===== src/sog_pkg.sv =====
package sog_pkg;

  localparam int GRID_MAX_SIDE = 64;
  localparam int BEAM_COUNT    = 360;

  localparam int COORD_W = $clog2(GRID_MAX_SIDE);
  localparam int ADDR_W  = 2 * COORD_W;
  localparam int CELLS   = GRID_MAX_SIDE * GRID_MAX_SIDE;
  localparam int SIDE_W  = $clog2(GRID_MAX_SIDE) + 1;

  localparam int RANGE_W = 16;
  localparam int BEAM_W  = 9;
  localparam int ANGLE_W = 10;
  localparam int TRIG_W  = 15;
  localparam int VALUE_W = 8;

  // quotient of range * trig * side / (range_max * 2^16) stays below 2^DIV_STEPS
  localparam int DIV_STEPS = 5;
  localparam int STEP_W    = $clog2(DIV_STEPS);
  localparam int RS_W      = RANGE_W + SIDE_W;
  localparam int NUM_W     = RS_W + TRIG_W;
  localparam int DIV_W     = RANGE_W + 16 + DIV_STEPS - 1;

  localparam logic signed [VALUE_W-1:0] CELL_OCCUPIED = 8'sd99;
  localparam logic signed [VALUE_W-1:0] CELL_UNKNOWN  = -8'sd1;

  localparam int CFG_IDX_W  = 3;
  localparam int CFG_DATA_W = 16;
  localparam logic [CFG_IDX_W-1:0] CFG_RANGE_MAX    = 3'd0;
  localparam logic [CFG_IDX_W-1:0] CFG_CELL_SIZE    = 3'd1;
  localparam logic [CFG_IDX_W-1:0] CFG_GRID_SIDE    = 3'd2;
  localparam logic [CFG_IDX_W-1:0] CFG_ANGLE_OFFSET = 3'd3;

  typedef struct packed {
    logic [RANGE_W-1:0]        range_max_mm;
    logic [RANGE_W-1:0]        cell_size_mm;
    logic [SIDE_W-1:0]         grid_side;
    logic signed [ANGLE_W-1:0] rot_offset;
  } cfg_t;

  typedef struct packed {
    logic               mode;
    logic [BEAM_W-1:0]  beam_index;
    logic [RANGE_W-1:0] range_mm;
    logic [COORD_W-1:0] read_x;
    logic [COORD_W-1:0] read_y;
  } in_item_t;

  typedef struct packed {
    logic                      marked;
    logic [COORD_W-1:0]        cell_x;
    logic [COORD_W-1:0]        cell_y;
    logic signed [VALUE_W-1:0] cell_value;
  } out_item_t;

  typedef enum logic [3:0] {
    OP_NOP,
    OP_ANGLE,
    OP_TRIG,
    OP_MUL,
    OP_DIV,
    OP_FIN,
    OP_MARK,
    OP_READ,
    OP_CLEAR
  } dp_op_t;

  typedef struct packed {
    logic              load;
    dp_op_t            op;
    logic              axis;
    logic [ADDR_W-1:0] clr_addr;
    logic              out_load;
  } dp_cmd_t;

  typedef struct packed {
    logic is_read;
    logic in_range;
  } dp_stat_t;

  typedef struct packed {
    logic              neg;
    logic [TRIG_W-1:0] mag;
  } trig_t;

  function automatic logic [TRIG_W-1:0] sine_q15(input logic [6:0] d);
    logic [TRIG_W-1:0] v;
    case (d)
      7'd0:  v = 15'd0;     7'd1:  v = 15'd572;   7'd2:  v = 15'd1144;
      7'd3:  v = 15'd1715;  7'd4:  v = 15'd2286;  7'd5:  v = 15'd2856;
      7'd6:  v = 15'd3425;  7'd7:  v = 15'd3993;  7'd8:  v = 15'd4560;
      7'd9:  v = 15'd5126;  7'd10: v = 15'd5690;  7'd11: v = 15'd6252;
      7'd12: v = 15'd6813;  7'd13: v = 15'd7371;  7'd14: v = 15'd7927;
      7'd15: v = 15'd8481;  7'd16: v = 15'd9032;  7'd17: v = 15'd9580;
      7'd18: v = 15'd10126; 7'd19: v = 15'd10668; 7'd20: v = 15'd11207;
      7'd21: v = 15'd11743; 7'd22: v = 15'd12275; 7'd23: v = 15'd12803;
      7'd24: v = 15'd13328; 7'd25: v = 15'd13848; 7'd26: v = 15'd14364;
      7'd27: v = 15'd14876; 7'd28: v = 15'd15383; 7'd29: v = 15'd15886;
      7'd30: v = 15'd16384; 7'd31: v = 15'd16876; 7'd32: v = 15'd17364;
      7'd33: v = 15'd17846; 7'd34: v = 15'd18323; 7'd35: v = 15'd18794;
      7'd36: v = 15'd19260; 7'd37: v = 15'd19720; 7'd38: v = 15'd20173;
      7'd39: v = 15'd20621; 7'd40: v = 15'd21062; 7'd41: v = 15'd21497;
      7'd42: v = 15'd21925; 7'd43: v = 15'd22347; 7'd44: v = 15'd22762;
      7'd45: v = 15'd23170; 7'd46: v = 15'd23571; 7'd47: v = 15'd23964;
      7'd48: v = 15'd24351; 7'd49: v = 15'd24730; 7'd50: v = 15'd25101;
      7'd51: v = 15'd25465; 7'd52: v = 15'd25821; 7'd53: v = 15'd26169;
      7'd54: v = 15'd26509; 7'd55: v = 15'd26841; 7'd56: v = 15'd27165;
      7'd57: v = 15'd27481; 7'd58: v = 15'd27788; 7'd59: v = 15'd28087;
      7'd60: v = 15'd28377; 7'd61: v = 15'd28659; 7'd62: v = 15'd28932;
      7'd63: v = 15'd29196; 7'd64: v = 15'd29451; 7'd65: v = 15'd29697;
      7'd66: v = 15'd29934; 7'd67: v = 15'd30162; 7'd68: v = 15'd30381;
      7'd69: v = 15'd30591; 7'd70: v = 15'd30791; 7'd71: v = 15'd30982;
      7'd72: v = 15'd31163; 7'd73: v = 15'd31335; 7'd74: v = 15'd31498;
      7'd75: v = 15'd31650; 7'd76: v = 15'd31794; 7'd77: v = 15'd31927;
      7'd78: v = 15'd32051; 7'd79: v = 15'd32165; 7'd80: v = 15'd32269;
      7'd81: v = 15'd32364; 7'd82: v = 15'd32448; 7'd83: v = 15'd32523;
      7'd84: v = 15'd32587; 7'd85: v = 15'd32642; 7'd86: v = 15'd32687;
      7'd87: v = 15'd32722; 7'd88: v = 15'd32747; 7'd89: v = 15'd32762;
      7'd90: v = 15'd32767;
      default: v = 15'd0;
    endcase
    return v;
  endfunction

  // sine of a whole-degree angle in 0..359, as sign and magnitude
  function automatic trig_t sin_deg(input logic [BEAM_W-1:0] a);
    trig_t t;
    logic [BEAM_W-1:0] d;
    if (a <= 9'd90) begin
      d = a;
      t.neg = 1'b0;
    end else if (a <= 9'd180) begin
      d = 9'd180 - a;
      t.neg = 1'b0;
    end else if (a <= 9'd270) begin
      d = a - 9'd180;
      t.neg = 1'b1;
    end else begin
      d = 9'd360 - a;
      t.neg = 1'b1;
    end
    t.mag = sine_q15(d[6:0]);
    return t;
  endfunction

endpackage


===== src/sog_ctrl.sv =====
module sog_ctrl (
  input  logic              clk,
  input  logic              rst_n,
  input  logic              in_valid,
  output logic              in_ready,
  output logic              out_valid,
  input  logic              out_ready,
  input  sog_pkg::dp_stat_t stat,
  output sog_pkg::dp_cmd_t  cmd
);

  typedef enum logic [3:0] {
    ST_CLEAR,
    ST_IDLE,
    ST_CHECK,
    ST_TRIG,
    ST_MUL,
    ST_DIV,
    ST_FIN,
    ST_MARK,
    ST_READ,
    ST_DONE
  } state_t;

  state_t                        state_r;
  logic                          axis_r;
  logic [sog_pkg::STEP_W-1:0]    step_r;
  logic [sog_pkg::ADDR_W-1:0]    clr_cnt_r;
  logic                          out_valid_r;
  logic                          out_free;

  assign in_ready  = (state_r == ST_IDLE);
  assign out_valid = out_valid_r;
  assign out_free  = !out_valid_r || out_ready;

  always_comb begin
    cmd.load     = in_valid && in_ready;
    cmd.axis     = axis_r;
    cmd.clr_addr = clr_cnt_r;
    cmd.out_load = (state_r == ST_DONE) && out_free;
    unique case (state_r)
      ST_CLEAR: cmd.op = sog_pkg::OP_CLEAR;
      ST_CHECK: cmd.op = sog_pkg::OP_ANGLE;
      ST_TRIG:  cmd.op = sog_pkg::OP_TRIG;
      ST_MUL:   cmd.op = sog_pkg::OP_MUL;
      ST_DIV:   cmd.op = sog_pkg::OP_DIV;
      ST_FIN:   cmd.op = sog_pkg::OP_FIN;
      ST_MARK:  cmd.op = sog_pkg::OP_MARK;
      ST_READ:  cmd.op = sog_pkg::OP_READ;
      default:  cmd.op = sog_pkg::OP_NOP;
    endcase
  end

  always_ff @(posedge clk) begin
    if (!rst_n) begin
      state_r     <= ST_CLEAR;
      axis_r      <= 1'b0;
      step_r      <= '0;
      clr_cnt_r   <= '0;
      out_valid_r <= 1'b0;
    end else begin
      if (state_r == ST_DONE && out_free) begin
        out_valid_r <= 1'b1;
      end else if (out_ready) begin
        out_valid_r <= 1'b0;
      end
      unique case (state_r)
        ST_CLEAR: begin
          clr_cnt_r <= clr_cnt_r + 1'b1;
          if (clr_cnt_r == '1) begin
            state_r <= ST_IDLE;
          end
        end
        ST_IDLE: begin
          if (in_valid) begin
            state_r <= ST_CHECK;
          end
        end
        ST_CHECK: begin
          if (stat.is_read) begin
            state_r <= ST_READ;
          end else if (stat.in_range) begin
            state_r <= ST_TRIG;
          end else begin
            state_r <= ST_DONE;
          end
        end
        ST_TRIG: begin
          axis_r  <= 1'b0;
          state_r <= ST_MUL;
        end
        ST_MUL: begin
          step_r  <= sog_pkg::STEP_W'(sog_pkg::DIV_STEPS - 1);
          state_r <= ST_DIV;
        end
        ST_DIV: begin
          step_r <= step_r - 1'b1;
          if (step_r == '0) begin
            state_r <= ST_FIN;
          end
        end
        ST_FIN: begin
          if (axis_r) begin
            state_r <= ST_MARK;
          end else begin
            axis_r  <= 1'b1;
            state_r <= ST_MUL;
          end
        end
        ST_MARK: state_r <= ST_DONE;
        ST_READ: state_r <= ST_DONE;
        ST_DONE: begin
          if (out_free) begin
            state_r <= ST_IDLE;
          end
        end
        default: state_r <= ST_IDLE;
      endcase
    end
  end

  a_clear_after_reset: assert property (@(posedge clk) disable iff (!rst_n)
    $rose(rst_n) |-> !in_ready)
    else $error("item taken during clearing pass");

  a_accept_starts_item: assert property (@(posedge clk) disable iff (!rst_n)
    in_valid && in_ready |=> state_r == ST_CHECK)
    else $error("accepted word did not start processing");

  a_div_ends: assert property (@(posedge clk) disable iff (!rst_n)
    state_r == ST_DIV && step_r == '0 |=> state_r == ST_FIN)
    else $error("division ran past its last step");

  a_no_overwrite: assert property (@(posedge clk) disable iff (!rst_n)
    cmd.out_load |-> !out_valid_r || out_ready)
    else $error("result register overwritten while held");

  a_mark_second_axis: assert property (@(posedge clk) disable iff (!rst_n)
    state_r == ST_MARK |-> axis_r)
    else $error("cell marked before both axes done");

endmodule


===== config.mk =====
export PLATFORM = sky130hd
export DESIGN_NAME = sog_ctrl
export DESIGN_NICKNAME = d
export VERILOG_FILES = /design/src/sog_pkg.sv /design/src/sog_ctrl.sv
export SDC_FILE = /design/constraint.sdc
export NUM_CORES = 1
export LEC_CHECK = 0
export BUFFER_PORTS_ARGS = -buffer_cell sky130_fd_sc_hd__buf_2
export CAP_MARGIN = 15
export CORE_AREA = 2 2 43 65
export CTS_BUF_LIST = sky130_fd_sc_hd__clkbuf_4
export CTS_CLUSTER_SIZE = 25
export DETAILED_ROUTE_END_ITERATION = 10
export DIE_AREA = 0 0 45 67
export PLACE_DENSITY = 0.78
export SLEW_MARGIN = 25
export SYNTH_ARGS = -nofsm -noshare
export SYNTH_HDL_FRONTEND = slang
export SYNTH_SLANG_ARGS = --single-unit

===== constraint.sdc =====
create_clock -name clk -period 2.2 [get_ports clk]
set_input_delay 0 -clock clk [delete_from_list [all_inputs] [get_ports clk]]
set_output_delay 0 -clock clk [all_outputs]
set_load 0.03 [all_outputs]

==> out/metrics.cfg <==
[global_route]
grt.total_usage_pct = 24.1
grt_pass1_vias = 1223
overflow = 0
grt_max_degree = 18
grt_pass1_wl_um = 5440
antenna_found_initial = 0

[flow_run]
cap_violations = 0

[drt]
route.detailed.drc = 0
num_vias = 1268
maxUsedRoutingLayer = met4
wl_met2_um = 1670
met3_length_um = 122
wl_met1_um = 1160
wirelength_um = 3010
via_per_inst = 5.90
drt_pre_antenna_iters = 4
drt_iter0_drc = 35
wire_per_inst_um = 14.0
ant_nets = 0

[synthesis]
synth_cell_types = 39
synth_edf_count = 0
synth_largest_area_cell = dfxtp_1
synthFlopType = dfxtp_1
syn_inst = 156
syn_area_sq_mm = 0.00131
synth.yosys.seq_area_share_pct = 38.1
yosysWarnings = 0
avgSynthCellArea_sq_um = 8.41
synth_nets = 169
yosys.area.top_type_share_pct = 38.1
async_flop_share_pct = 0
ys_seq_elements = 25
yosys-top-cells-area = dfxtp_1 38%, ha_1 6.7%, nor2_1 5.7%

[power]
p_per_area_mw_per_mm2 = 757
p_leak_nw = 0.665
vdd_ir_drop_max_v = 0.000579

[timing]
setup-tns-final_ns = 0
fin_worst_skew_ns = 0.00314
fin_crit_ns = 2.00
rsz0062_at_grt = false
worst_pin_slew_ns = 0.607
setup_viol = 0
clock.fmax_mhz = 500
finalHoldViolCount = 0
finalCritPeriodShare_pct = 90.9
slew_violations = 0
max_slew_margin_pct = 59.4

[floorplanning]
ios = 27
num_rows = 22
core_sq_mm = 0.00242
dieArea_sq_mm = 0.00302
die_y_um = 67
die_w_um = 45
start_util_pct = 54.2

[setup_path]
critPathMaxFanout = 7
worstPathArrival_ns = 2.21
crit_chain = o41ai_1 > o31ai_2 > buf_4 > and3_1 > ha_1 > inv_1 > mux2i_1 > o21ai_0
cpMaxStageDelayCell = o41ai_1
cp_slowest_stage_delay_ns = 0.48
cp_data_required_time_ns = 2.41
crit_family = compound AO/OA/AOI/OAI gates
critPathCaptureType = flip-flop
start_kind = flip-flop
crit_buf_inv = 2
crit_type = flip-flop to flip-flop

[cells_and_area]
drive_gt1_share_pct = 27.2
fill_cells = 221
layout.cells.non_filler = 215
diodes = 0
fin_nets = 205
area_growth_pct = 20.3

[cts]
clk_latency_ns = 0.31
cts_max_path_buffers = 2
postCtsSetupBuffers = 0
cts.sinks = 25
htree_levels = 1
path_clk_slew_ns = 0.13
cts_made_buffers = 3
cts_root_buffer = clkbuf_4
cts_tree = built

[placement]
place_inst = 210
place.gp.congestion = 0.908
numPortBuffers = 26
dp_hpwl_um = 2300

[min_path]
hold_class = primary input to flip-flop

[run_status]
status = complete, no violations

## cell usage in the layout (no fill, tap or decap), types with 2 or more instances in the layout
cell / n
and3_1: 5
clkbuf_4: 4
or3_1: 2
and2_1: 2
mux2i_1: 2
nand4_1: 6
xnor2_1: 3
inv_1: 10
dfxtp_2: 2
o21ai_0: 5
nor3_1: 2
nand2_1: 8
dfxtp_1: 23
nand2b_1: 5
nor2_1: 20
o31ai_1: 2
buf_4: 10
a21oi_1: 8
nor2b_1: 2
nor4_1: 2
nand3_1: 5
mux2_2: 2
xor2_1: 6
nor3b_1: 2
ha_1: 7
nand3b_1: 2
buf_2: 26
## kinds of logic (layout without fill, tap and decap cells)
| kind of cell | count (synthesis) | count (layout) | share of synthesized area, % |
|---|---|---|---|
| adder cells (fa/ha/maj) | 7 | 7 | 6.67 |
| buffers and inverters | 18 | 53 | 5.43 |
| flip-flops | 25 | 25 | 38.1 |
| multiplexers | 4 | 4 | 3.24 |
| XOR/XNOR | 9 | 9 | 6.01 |
| AO/OA/AOI/OAI | 26 | 26 | 12.8 |
| AND/OR/NAND/NOR | 67 | 67 | 27.7 |
## metal layers
| metal | vias to the layer above | GRT usage, % |
|---|---|---|
| li1 | 615 | - |
| met1 | 602 | 27.5 |
| met2 | 45 | 41.8 |
| met3 | 6 | 3.52 |
| met4 | 0 | 12.5 |
| met5 | - | 0 |
## timing repair
action                                  in CTS  in global routing
gates resized for setup                      0                  6
endpoints found under the setup margin       0                  3
hold buffers                                 1                  0
hold endpoints to repair                     1                  0
## power breakdown
group / switching [W] / internal, W
Combinational: 0.000271 / 0.000166
Clock: 0.000131 / 0.0000831
Sequential: 0.0000445 / 0.000499
Total: 0.000447 / 0.000748
## layout make-up
cell class / count / area (sq um) / share of cell area, %
well taps: 24 / 30.0 / 1.90
clock buffers: 4 / 30.0 / 1.90
inverters: 12 / 45.0 / 2.85
repair buffers: 37 / 215 / 13.6
flip-flops and latches: 25 / 503 / 31.9
multi-input cells: 113 / 756 / 47.9
## worst register-to-register path: stages (launching register included)
cell and delay (ns):
dfxtp_1 0.40, o41ai_1 0.48, o31ai_2 0.15, buf_4 0.16
and3_1 0.18, ha_1 0.28, inv_1 0.04, mux2i_1 0.11
o21ai_0 0.08
## registers in the layout, indices dropped and copies added, names as in the netlist
signal	cells
axis_r	1
clr_cnt_r	12
out_valid	1
cmd	4
step_r	3
state_r	4
## Yosys cell counts, types with 2 or more instances
| cell type | instances |
|---|---|
| nor2b_1 | 2 |
| nand3b_1 | 2 |
| nand3_1 | 5 |
| and2_1 | 2 |
| xnor2_1 | 3 |
| o31ai_1 | 3 |
| xor2_1 | 6 |
| a31oi_1 | 2 |
| o21ai_0 | 5 |
| or3_1 | 2 |
| dfxtp_1 | 25 |
| a21oi_1 | 9 |
| ha_1 | 7 |
| nor2_1 | 20 |
| and3_1 | 5 |
| nand2b_1 | 5 |
| mux2_2 | 2 |
| nor3_1 | 2 |
| nor4_1 | 2 |
| clkbuf_1 | 4 |
| nor3b_1 | 2 |
| mux2i_1 | 2 |
| nand2_1 | 8 |
| nand4_1 | 6 |
| inv_1 | 11 |
## worst paths after layout
path | cells after the start | to | startpoint | slack, ns
min reg2reg | 2 | clr_cnt_r[10]$_SDFFE_PN0P_ | clr_cnt_r[10]$_SDFFE_PN0P_ | 0.52
max reg2reg | 8 | cmd[15]$_DFF_P_ | state_r[0]$_SDFFE_PN0N_ | 0.20
max | 8 | cmd[15]$_DFF_P_ | state_r[0]$_SDFFE_PN0N_ | 0.20
min | 2 | state_r[3]$_SDFFE_PN0N_ | rst_n | 0.05
## per-stage QoR
stage                     setup WS (ns)  area [sq um]  hold slack (ns)  util [%]  total power, W
after floorplan                  0.0305          1310            0.187         -        0.000835
final                             0.199          1580           0.0476      65.2         0.00119
after global routing             0.0133          1580           0.0417      65.2         0.00127
after global placement            0.200          1520            0.304      62.8        0.000965
after detailed placement         0.0563          1520            0.322      62.8        0.000977
after CTS                        0.0132          1560           0.0359      64.5         0.00118
Power figures use the tool's default switching activity.
