--- src/sog_pkg.sv ---
package sog_pkg;

  localparam int GRID_MAX_SIDE = 64;
  localparam int BEAM_COUNT    = 360;

  localparam int COORD_W = $clog2(GRID_MAX_SIDE);
  localparam int ADDR_W  = 2 * COORD_W;
  localparam int CELLS   = GRID_MAX_SIDE * GRID_MAX_SIDE;
  localparam int SIDE_W  = $clog2(GRID_MAX_SIDE) + 1;

  localparam int RANGE_W = 16;
  localparam int BEAM_W  = 9;
  localparam int ANGLE_W = 10;
  localparam int TRIG_W  = 15;
  localparam int VALUE_W = 8;

  // quotient of range * trig * side / (range_max * 2^16) stays below 2^DIV_STEPS
  localparam int DIV_STEPS = 5;
  localparam int STEP_W    = $clog2(DIV_STEPS);
  localparam int RS_W      = RANGE_W + SIDE_W;
  localparam int NUM_W     = RS_W + TRIG_W;
  localparam int DIV_W     = RANGE_W + 16 + DIV_STEPS - 1;

  localparam logic signed [VALUE_W-1:0] CELL_OCCUPIED = 8'sd99;
  localparam logic signed [VALUE_W-1:0] CELL_UNKNOWN  = -8'sd1;

  localparam int CFG_IDX_W  = 3;
  localparam int CFG_DATA_W = 16;
  localparam logic [CFG_IDX_W-1:0] CFG_RANGE_MAX    = 3'd0;
  localparam logic [CFG_IDX_W-1:0] CFG_CELL_SIZE    = 3'd1;
  localparam logic [CFG_IDX_W-1:0] CFG_GRID_SIDE    = 3'd2;
  localparam logic [CFG_IDX_W-1:0] CFG_ANGLE_OFFSET = 3'd3;

  typedef struct packed {
    logic [RANGE_W-1:0]        range_max_mm;
    logic [RANGE_W-1:0]        cell_size_mm;
    logic [SIDE_W-1:0]         grid_side;
    logic signed [ANGLE_W-1:0] rot_offset;
  } cfg_t;

  typedef struct packed {
    logic               mode;
    logic [BEAM_W-1:0]  beam_index;
    logic [RANGE_W-1:0] range_mm;
    logic [COORD_W-1:0] read_x;
    logic [COORD_W-1:0] read_y;
  } in_item_t;

  typedef struct packed {
    logic                      marked;
    logic [COORD_W-1:0]        cell_x;
    logic [COORD_W-1:0]        cell_y;
    logic signed [VALUE_W-1:0] cell_value;
  } out_item_t;

  typedef enum logic [3:0] {
    OP_NOP,
    OP_ANGLE,
    OP_TRIG,
    OP_MUL,
    OP_DIV,
    OP_FIN,
    OP_MARK,
    OP_READ,
    OP_CLEAR
  } dp_op_t;

  typedef struct packed {
    logic              load;
    dp_op_t            op;
    logic              axis;
    logic [ADDR_W-1:0] clr_addr;
    logic              out_load;
  } dp_cmd_t;

  typedef struct packed {
    logic is_read;
    logic in_range;
  } dp_stat_t;

  typedef struct packed {
    logic              neg;
    logic [TRIG_W-1:0] mag;
  } trig_t;

  function automatic logic [TRIG_W-1:0] sine_q15(input logic [6:0] d);
    logic [TRIG_W-1:0] v;
    case (d)
      7'd0:  v = 15'd0;     7'd1:  v = 15'd572;   7'd2:  v = 15'd1144;
      7'd3:  v = 15'd1715;  7'd4:  v = 15'd2286;  7'd5:  v = 15'd2856;
      7'd6:  v = 15'd3425;  7'd7:  v = 15'd3993;  7'd8:  v = 15'd4560;
      7'd9:  v = 15'd5126;  7'd10: v = 15'd5690;  7'd11: v = 15'd6252;
      7'd12: v = 15'd6813;  7'd13: v = 15'd7371;  7'd14: v = 15'd7927;
      7'd15: v = 15'd8481;  7'd16: v = 15'd9032;  7'd17: v = 15'd9580;
      7'd18: v = 15'd10126; 7'd19: v = 15'd10668; 7'd20: v = 15'd11207;
      7'd21: v = 15'd11743; 7'd22: v = 15'd12275; 7'd23: v = 15'd12803;
      7'd24: v = 15'd13328; 7'd25: v = 15'd13848; 7'd26: v = 15'd14364;
      7'd27: v = 15'd14876; 7'd28: v = 15'd15383; 7'd29: v = 15'd15886;
      7'd30: v = 15'd16384; 7'd31: v = 15'd16876; 7'd32: v = 15'd17364;
      7'd33: v = 15'd17846; 7'd34: v = 15'd18323; 7'd35: v = 15'd18794;
      7'd36: v = 15'd19260; 7'd37: v = 15'd19720; 7'd38: v = 15'd20173;
      7'd39: v = 15'd20621; 7'd40: v = 15'd21062; 7'd41: v = 15'd21497;
      7'd42: v = 15'd21925; 7'd43: v = 15'd22347; 7'd44: v = 15'd22762;
      7'd45: v = 15'd23170; 7'd46: v = 15'd23571; 7'd47: v = 15'd23964;
      7'd48: v = 15'd24351; 7'd49: v = 15'd24730; 7'd50: v = 15'd25101;
      7'd51: v = 15'd25465; 7'd52: v = 15'd25821; 7'd53: v = 15'd26169;
      7'd54: v = 15'd26509; 7'd55: v = 15'd26841; 7'd56: v = 15'd27165;
      7'd57: v = 15'd27481; 7'd58: v = 15'd27788; 7'd59: v = 15'd28087;
      7'd60: v = 15'd28377; 7'd61: v = 15'd28659; 7'd62: v = 15'd28932;
      7'd63: v = 15'd29196; 7'd64: v = 15'd29451; 7'd65: v = 15'd29697;
      7'd66: v = 15'd29934; 7'd67: v = 15'd30162; 7'd68: v = 15'd30381;
      7'd69: v = 15'd30591; 7'd70: v = 15'd30791; 7'd71: v = 15'd30982;
      7'd72: v = 15'd31163; 7'd73: v = 15'd31335; 7'd74: v = 15'd31498;
      7'd75: v = 15'd31650; 7'd76: v = 15'd31794; 7'd77: v = 15'd31927;
      7'd78: v = 15'd32051; 7'd79: v = 15'd32165; 7'd80: v = 15'd32269;
      7'd81: v = 15'd32364; 7'd82: v = 15'd32448; 7'd83: v = 15'd32523;
      7'd84: v = 15'd32587; 7'd85: v = 15'd32642; 7'd86: v = 15'd32687;
      7'd87: v = 15'd32722; 7'd88: v = 15'd32747; 7'd89: v = 15'd32762;
      7'd90: v = 15'd32767;
      default: v = 15'd0;
    endcase
    return v;
  endfunction

  // sine of a whole-degree angle in 0..359, as sign and magnitude
  function automatic trig_t sin_deg(input logic [BEAM_W-1:0] a);
    trig_t t;
    logic [BEAM_W-1:0] d;
    if (a <= 9'd90) begin
      d = a;
      t.neg = 1'b0;
    end else if (a <= 9'd180) begin
      d = 9'd180 - a;
      t.neg = 1'b0;
    end else if (a <= 9'd270) begin
      d = a - 9'd180;
      t.neg = 1'b1;
    end else begin
      d = 9'd360 - a;
      t.neg = 1'b1;
    end
    t.mag = sine_q15(d[6:0]);
    return t;
  endfunction

endpackage

--- src/sog_cfg.sv ---
module sog_cfg (
  input  logic                        clk,
  input  logic                        rst_n,
  input  logic                        wr_en,
  input  logic [sog_pkg::CFG_IDX_W-1:0]  wr_index,
  input  logic [sog_pkg::CFG_DATA_W-1:0] wr_data,
  output sog_pkg::cfg_t               cfg
);

  sog_pkg::cfg_t cfg_r;

  always_ff @(posedge clk) begin
    if (!rst_n) begin
      cfg_r.range_max_mm <= 16'd6000;
      cfg_r.cell_size_mm <= 16'd250;
      cfg_r.grid_side    <= 7'd48;
      cfg_r.rot_offset   <= 10'sd0;
    end else if (wr_en) begin
      unique case (wr_index)
        sog_pkg::CFG_RANGE_MAX:    cfg_r.range_max_mm <= wr_data;
        sog_pkg::CFG_CELL_SIZE:    cfg_r.cell_size_mm <= wr_data;
        sog_pkg::CFG_GRID_SIDE:    cfg_r.grid_side    <= wr_data[sog_pkg::SIDE_W-1:0];
        sog_pkg::CFG_ANGLE_OFFSET: cfg_r.rot_offset   <= $signed(wr_data[sog_pkg::ANGLE_W-1:0]);
        default: ;
      endcase
    end
  end

  assign cfg = cfg_r;

endmodule

--- config.mk ---
export PLATFORM = sky130hd
export DESIGN_NAME = sog_cfg
export DESIGN_NICKNAME = d
export VERILOG_FILES = /design/src/sog_pkg.sv /design/src/sog_cfg.sv
export SDC_FILE = /design/constraint.sdc
export NUM_CORES = 1
export LEC_CHECK = 0
export ABC_AREA = 1
export BUFFER_PORTS_ARGS = -buffer_cell sky130_fd_sc_hd__buf_2
export CAP_MARGIN = 10
export CORE_AREA = 2 2 85 95
export CTS_CLUSTER_DIAMETER = 120
export DETAILED_ROUTE_END_ITERATION = 6
export DIE_AREA = 0 0 87 97
export PLACE_DENSITY_LB_ADDON = 0.05
export SLEW_MARGIN = 10
export SYNTH_ARGS = -nofsm -noshare
export SYNTH_HDL_FRONTEND = slang
export SYNTH_SLANG_ARGS = --single-unit
--- constraint.sdc ---
create_clock -name clk -period 1 [get_ports clk]
set_input_delay 0.15 -clock clk [delete_from_list [all_inputs] [get_ports clk]]
set_output_delay 0.15 -clock clk [all_outputs]
set_load 0.01 [all_outputs]
==> qor.txt, run 1 <==
Slowest Stage Delay on Critical Path: 350 ps
CP endpoint kind: output port
ranking of synthesized cells by area: dfxtp_1 (50%), nand3_1 (14%), nand2_1 (12%)
Die Y: 97 um
RePlAce Congestion: 0.7388
Port Buffer Count: 70
part of the Yosys area used for sequential elements: 50.03%
crit share post-route: 94.16%
dominant cell type by area after synthesis: dfxtp_1
DIE WIDTH: 87 um
placed insts: 440
Antenna Nets Post-Route: 0
Setup TNS: 0 ps
nets: 382
mean number of vias per cell: 4.330
Int Pwr: 3.039 mW
Required @ worst endpoint: 850 ps
worst hold path type: in2reg
Antenna Cells: 0
largest net degree at the start of global routing: 50
startpoint types: register
fin. max-slew vios: 0
fraction of layout cells with a size suffix above 1: 27.42%
initial antenna violation count: 0
Worst Reg-to-Reg Cells: 2
endpoints failing hold: 0
Skew-Pair Late Insertion Delay: 290 ps
Syn Inst Count: 279
f_max: 1062 MHz
final instance count without filler cells: 448
GRT Overall Usage: 14.22%
Placeable Area: 7391 um^2
max_cap viols: 0
CP Class: reg2out
worst-path maximum fanout: 2
io pins: 71
initial core utilization: 26.53%
Via Count: 1940
Post-CTS Resized: 0
Pwr Density: 1546 nW/um^2
DIE AREA: 8439 um^2
clock network power share: 36.6%
vias in the first global route: 1879
CP delay by family, top: flip-flops
warnings from Yosys: 0
synth unique cells: 13
sequential share of power: 50.7%
initial DRC count: 64
Setup Viol. Count Final: 0
worst hold slack: 64.99 ps
post-synthesis register bit count: 49
# rows: 33
combinational share of power: 12.6%
hold path depth: 3
dpl ws: -130.5 ps
Pre-antenna DRT Iters: 4
FILL cells: 824
CP max-delay cell: dfxtp_1
detailed-route wire length per cell: 12.78 um
WP data arrival: 790 ps
Syn Nets: 301
final WL: 5.724 mm
synthesized area: 1961 um^2
post-synth top area share: 50.03%
GRT overflow: 0
switching power: 1.006 mW
postcts setup bufs: 0
root buf cell: clkbuf_8
cells along the critical path: buf_2
RSZ-0062 raised after global routing: no
first-pass GRT wire length: 9.411 mm
Max VDD drop: 0.6724 mV
worst slew pin tran: 468.7 ps
Buf/Inv on CP: 1
Fin Clk Skew: 0 ps
CTS Sinks: 49
CTS Buf Count: 5
Remaining DRCs: 0
fin crit period: 941.6 ps
switching share of power: 24.86%
leakage: 1.338 nW
clk slew on worst S/H paths: 90 ps
H-tree levels: 2
DP HPWL: 4.225 mm
Worst slew margin: 68.72%
# hold bufs at CTS: 0
setup ws final: 58.44 ps
Area Overhead vs Synth: 33.44%
clk buf depth: 2
max FFs per register: 49
Levels on crit path: 1
Syn Area/Cell: 7.027 um^2
CTS tree: built
status: finished, final reports clean
[metal layers]
layer	up-vias	share of wire (%)	track usage [%]
li1	1036	-	-
met1	853	49	19.17
met2	44	43	21.96
met3	7	5.3	3.328
met4	0	2.2	5.048
met5	-	0	0
[synth_stat cells, drive strengths merged]
library cell,number
clkinv,1
nand3,56
clkbuf,2
a21oi,9
inv,20
buf,12
nand2,64
nor2,66
dfxtp,49
[path summary, 6_finish.rpt]
kind                          end                  from  slack, ps
min          cfg[20]$_SDFFE_PN1P_            wr_data[3]         60
min reg2reg  cfg[42]$_SDFFE_PN1P_  cfg[42]$_SDFFE_PN1P_        460
max reg2reg  cfg[33]$_SDFFE_PN0P_  cfg[33]$_SDFFE_PN0P_        400
max                       cfg[13]  cfg[13]$_SDFFE_PN0P_         60
[cell families after synthesis]
logic type	Yosys count	synth area share (%)
AO/OA/AOI/OAI	9	2.297
buffers and inverters	35	7.721
flip-flops	49	50.03
AND/OR/NAND/NOR	186	39.95
[cell usage in the layout (no fill, tap or decap), drive strengths merged]
master / instances
a21oi: 9
buf: 88
bufinv: 1
clkbuf: 7
clkinv: 1
dfxtp: 49
inv: 20
nand2: 64
nand3: 56
nor2: 66
[stage by stage]
| step | cell area [um^2] | util (%) | total power [mW] |
|---|---|---|---|
| after floorplan | 1961 | - | 2.379 |
| final | 2616 | 35.40 | 4.044 |
| after detailed placement | 2500 | 33.82 | 2.621 |
| after CTS | 2616 | 35.40 | 4.147 |
| after global routing | 2616 | 35.40 | 4.256 |
| after global placement | 2500 | 33.82 | 2.618 |
[power by group through the flow]
stage	combinational, mW	sequential [mW]	clock (mW)
2_1_floorplan	0.249	2.13	0
3_3_place_gp	0.520	2.10	0
3_5_place_dp	0.521	2.10	0
4_1_cts	0.522	2.05	1.57
5_1_grt	0.581	2.06	1.61
6_report	0.511	2.05	1.48
[area by class of cell]
class,count,area [um^2],area share [%]
clock buffers,7,86.33,3.300
clock inverters,1,30.03,1.148
inverters,21,78.83,3.013
multi-input cells,195,833.3,31.85
flip-flops and latches,49,980.9,37.49
well taps,87,108.9,4.161
repair buffers,88,498.0,19.03
No activity file was read; power rests on OpenSTA's default activity.
==> run 2: changes to the inputs <==
- BUFFER_PORTS_ARGS: -buffer_cell sky130_fd_sc_hd__buf_2 -> unset
- CTS_CLUSTER_DIAMETER: 120 -> 150
- DONT_BUFFER_PORTS: unset -> 1
==> run 2 against run 1 <==
Against the previous run:
- the run now ends with negative hold slack left
- first-iteration DRC count rose by 22%
- register-to-register slack lost 50 ps
- combinational power down 38%
- count of clock-buffer cells in the layout shrank 1
- global-route usage down 0.069 points
- wire length is 0.54% lower
- largest power group unchanged
==> qor.txt, run 2 (synthesized netlist as in run 1, its figures left out) <==
status: finished with violations
mean number of vias per cell: 4.509
RSZ-0062 raised after global routing: no
first-pass GRT wire length: 9.190 mm
fin. max-slew vios: 0
post-route cell area: 2231 um^2
worst-path maximum fanout: 2
Fin Clk Skew: 0 ps
Required @ worst endpoint: 850 ps
DIE WIDTH: 87 um
CP Class: reg2out
detailed-route wire length per cell: 15.35 um
Post-DP Area: 2135 um^2
startpoint types: register
initial core utilization: 26.53%
worst slew pin tran: 530.0 ps
max_cap viols: 0
DIE AREA: 8439 um^2
Area Overhead vs Synth: 13.78%
nets: 305
CTS Sinks: 49
clk slew on worst S/H paths: 100 ps
f_max: 1143 MHz
root buf cell: clkbuf_8
Worst slew margin: 64.54%
storage element area: 980.9 um^2
CP endpoint kind: output port
CTS tree: built
Placeable Area: 7391 um^2
initial DRC count: 78
initial antenna violation count: 0
Pre-antenna DRT Iters: 4
largest net degree at the start of global routing: 50
endpoints failing hold: 49
Antenna Cells: 0
Skew-Pair Late Insertion Delay: 290 ps
commonest cells after routing, fill and taps aside: nand2_1 (64), nor2_1 (62), nand3_1 (56), dfxtp_1 (49), inv_1 (20)
fraction of layout cells with a size suffix above 1: 8.099%
crit share post-route: 87.51%
Pwr Density: 1651 nW/um^2
H-tree levels: 2
GRT Overall Usage: 14.15%
final WL: 5.693 mm
# rows: 33
Remaining DRCs: 0
Via Count: 1673
fin crit period: 875.1 ps
clk buf depth: 2
Antenna Nets Post-Route: 0
RePlAce Congestion: 0.7233
GRT overflow: 0
Setup TNS: 0 ps
WP data arrival: 730 ps
FILL cells: 856
Port Buffer Count: 0
leakage: 0.9999 nW
io pins: 71
Multi-input gate area: 833.3 um^2
Max VDD drop: 0.4131 mV
Die Y: 97 um
DP HPWL: 3.995 mm
failing checks: negative hold slack
worst hold path type: in2reg
CTS Buf Count: 5
vias in the first global route: 1605
max FFs per register: 49
Setup Viol. Count Final: 0
most common library cell in the layout ignoring fill and taps: nand2_1
worst hold slack: -61.83 ps
-- run 2: cell types whose count changed in the layout (fill, tap and decap cells not counted), sizes merged --
cell | previous run | this run
clkbuf | 7 | 6
buf | 88 | 11
bufinv | 1 | 0
clkinv | 1 | 3
-- run 2: area by class of cell --
class / count / area share [%]
Clock inverter: 2 / 0.6169
Clock buffer: 6 / 3.702
Inverter: 21 / 3.533
Sequential cell: 49 / 43.97
Multi-Input combinational cell: 195 / 37.35
Timing Repair Buffer: 11 / 5.945
Tap cell: 87 / 4.879
-- run 2: timing repair --
| item | 4_1_cts | 5_1_grt |
|---|---|---|
| gates resized for setup | 0 | 0 |
| hold endpoints to repair | 49 | 49 |
| setup buffers | 0 | 0 |
-- run 2: power by group --
group / internal [mW] / leakage (nW) / switching, mW
Combinational: 0.127 / 0.550 / 0.191
Clock: 0.563 / 0.0512 / 0.704
Sequential: 2.02 / 0.399 / 0.0786
-- run 2: metrics by stage --
| stage | total power [mW] | utilization, % | cells | hold slack (ps) | setup WS, ps |
|---|---|---|---|---|---|
| after floorplan | 2.379 | - | 279 | 263.2 | 162.6 |
| after global placement | 2.471 | 28.88 | 363 | 244.5 | 32.01 |
| after detailed placement | 2.472 | 28.88 | 363 | 250.0 | 22.57 |
| after CTS | 3.780 | 30.18 | 371 | -79.83 | 106.9 |
| after global routing | 3.920 | 30.18 | 371 | -85.23 | 76.80 |
| final | 3.683 | 30.18 | 371 | -61.83 | 124.9 |
-- run 2: layer usage --
metal / wire (um) / part of all wire [%] / vias up / track usage [%]
met2: 2588 / 45 / 45 / 20.85
met4: 48 / 0.84 / 0 / 3.606
met1: 2617 / 46 / 742 / 19.27
li1: - / - / 881 / -
met3: 439 / 7.7 / 5 / 5.461
met5: 0 / 0 / - / 0
-- run 2: worst paths after layout --
kind	start	to	slack [ps]	depth (start not counted)
setup reg to reg	cfg[35]$_SDFFE_PN0P_	cfg[35]$_SDFFE_PN0P_	350	2
setup / recovery	cfg[10]$_SDFFE_PN0P_	cfg[10]	120	0
hold / removal	rst_n	cfg[15]$_SDFFE_PN1P_	-60	1
hold reg to reg	cfg[37]$_SDFFE_PN1P_	cfg[37]$_SDFFE_PN1P_	530	2
==> run 3: changes to the inputs <==
- ABC_AREA: 1 -> unset
==> run 3 against run 2 <==
Against the previous run:
- core utilization fell by 0.30 points
- the flow now finishes without violations
- register-to-register slack got worse by 20 ps
- critical path type unchanged
- worst setup slack improved by 17 ps
==> qor.txt, run 3 <==
GRT Overall Usage: 11.11%
crit share post-route: 85.86%
dominant cell type by area after synthesis: dfxtp_1
vias in the first global route: 1392
RePlAce Congestion: 0.7322
HP Start: rst_n
most common library cell in the layout ignoring fill and taps: nand2_1
RSZ-0062 raised after global routing: no
post-synth top area share: 50.03%
Post-CTS Resized: 0
first-pass GRT wire length: 7.189 mm
worst hold path type: in2reg
Syn Area/Cell: 10.21 um^2
largest net degree at the start of global routing: 76
endpoints failing hold: 0
GRT overflow: 0
initial DRC count: 16
DP HPWL: 3.204 mm
H-tree levels: 2
Syn Nets: 214
part of the Yosys area used for sequential elements: 50.03%
root buf cell: clkbuf_8
nets: 219
worst setup path endpoint: cfg[26]
synth unique cells: 12
DIE WIDTH: 87 um
Worst R2R Start: cfg[14]$_SDFFE_PN1P_
# rows: 33
Fin Clk Skew: 0 ps
fin. max-slew vios: 0
detailed-route wire length per cell: 16.21 um
f_max: 1165 MHz
CTS Sinks: 49
worst-path maximum fanout: 2
Skew-Pair Late Insertion Delay: 290 ps
Setup TNS: 0 ps
reg2reg end: cfg[14]$_SDFFE_PN1P_
fraction of layout cells with a size suffix above 1: 6.061%
CP startpoint: cfg[26]$_SDFFE_PN0P_
CP Class: reg2out
Async SR Flop Fraction: 0%
clk slew on worst S/H paths: 90 ps
startpoint types: register
Syn Inst Count: 192
Worst slew margin: 82.38%
hold path depth: 2
FILL cells: 776
DIE AREA: 8439 um^2
Antenna Nets Post-Route: 0
Commonest cells post-synth: nand2_1 (50), dfxtp_1 (49), mux2i_1 (49)
post-synthesis register bit count: 49
Max VDD drop: 0.4533 mV
Area Overhead vs Synth: 12.64%
initial core utilization: 26.53%
commonest cells after routing, fill and taps aside: nand2_1 (50), mux2i_1 (49), dfxtp_1 (49), nor2b_1 (25), dlygate4sd3_1 (7)
Pwr Density: 1516 nW/um^2
fin crit period: 858.6 ps
CTS Buf Count: 5
total power draw: 3.347 mW
status: finished, final reports clean
io pins: 71
CP endpoint kind: output port
Die Y: 97 um
Pre-antenna DRT Iters: 2
Levels on crit path: 0
warnings from Yosys: 0
leakage: 0.8854 nW
Worst Reg-to-Reg Cells: 2
mean number of vias per cell: 4.554
max FFs per register: 49
CTS tree: built
Required @ worst endpoint: 850 ps
final WL: 4.621 mm
Placeable Area: 7391 um^2
Port Buffer Count: 0
Setup Viol. Count Final: 0
Remaining DRCs: 0
ranking of synthesized cells by area: dfxtp_1 (50%), mux2i_1 (25%), nand2_1 (9.6%)
WP data arrival: 710 ps
clk buf depth: 2
top_reg_cell synth: dfxtp_1
max_cap viols: 0
worst slew pin tran: 263.1 ps
synthesized area: 1961 um^2
Antenna Cells: 0
initial antenna violation count: 0
Via Count: 1298
postcts setup bufs: 0
flop-to-flop setup slack: 330 ps
most frequent cell after synthesis: nand2_1
Post-synth EDFFs: 0
## run 3: cells by family after synthesis
group         synth area share (%)
buf+inv                      4.403
flops                        50.03
mux                          25.02
simple gates                 20.55
## run 3: power by group
part	switching [mW]	internal [mW]	total, mW	leakage [nW]
Combinational	0.0792	0.105	0.184	0.450
Sequential	0.0507	1.99	2.04	0.397
Clock	0.623	0.496	1.12	0.0385
## run 3: final cells by class
cell class,instances,area (um^2),area share [%]
Tap cell,87,108.9,4.929
Clock buffer,7,76.32,3.456
Sequential cell,49,980.9,44.42
Multi-Input combinational cell,129,902.1,40.85
Clock inverter,1,7.507,0.3399
Timing Repair Buffer,12,132.6,6.006
## run 3: through the flow
stage               utilization, %  instances  instance area, um^2  setup WS (ps)  hold WS [ps]
floorplan                        -        192                 1961          33.74         288.8
global placement             27.80        270                 2054          43.01         291.9
detailed placement           27.80        270                 2054          24.34         298.9
CTS                          29.47        282                 2178          114.6        -12.39
global route                 29.88        285                 2208          89.92       0.01837
finish                       29.88        285                 2208          141.4         2.556
## run 3: worst min path at each step
stage,end,slack [ps]
finish,cfg[0]$_SDFFE_PN0P_,3
global route,cfg[5]$_SDFFE_PN0P_,0.02
CTS,cfg[4]$_SDFFE_PN0P_,-10
detailed placement,cfg[4]$_SDFFE_PN0P_,300
global placement,cfg[5]$_SDFFE_PN0P_,290
floorplan,cfg[4]$_SDFFE_PN0P_,290
## run 3: what timing repair did
item	CTS	global route
endpoints found under the hold margin	23	5
hold buffers	4	3
endpoints found under the setup margin	0	0
## run 3: layer usage
metal | vias up | global-route usage (%) | part of all wire, %
li1 | 633 | - | -
met1 | 605 | 11.80 | 38
met2 | 55 | 18.26 | 49
met3 | 5 | 6.229 | 12
met4 | 0 | 3.846 | 0.78
met5 | - | 0 | 0
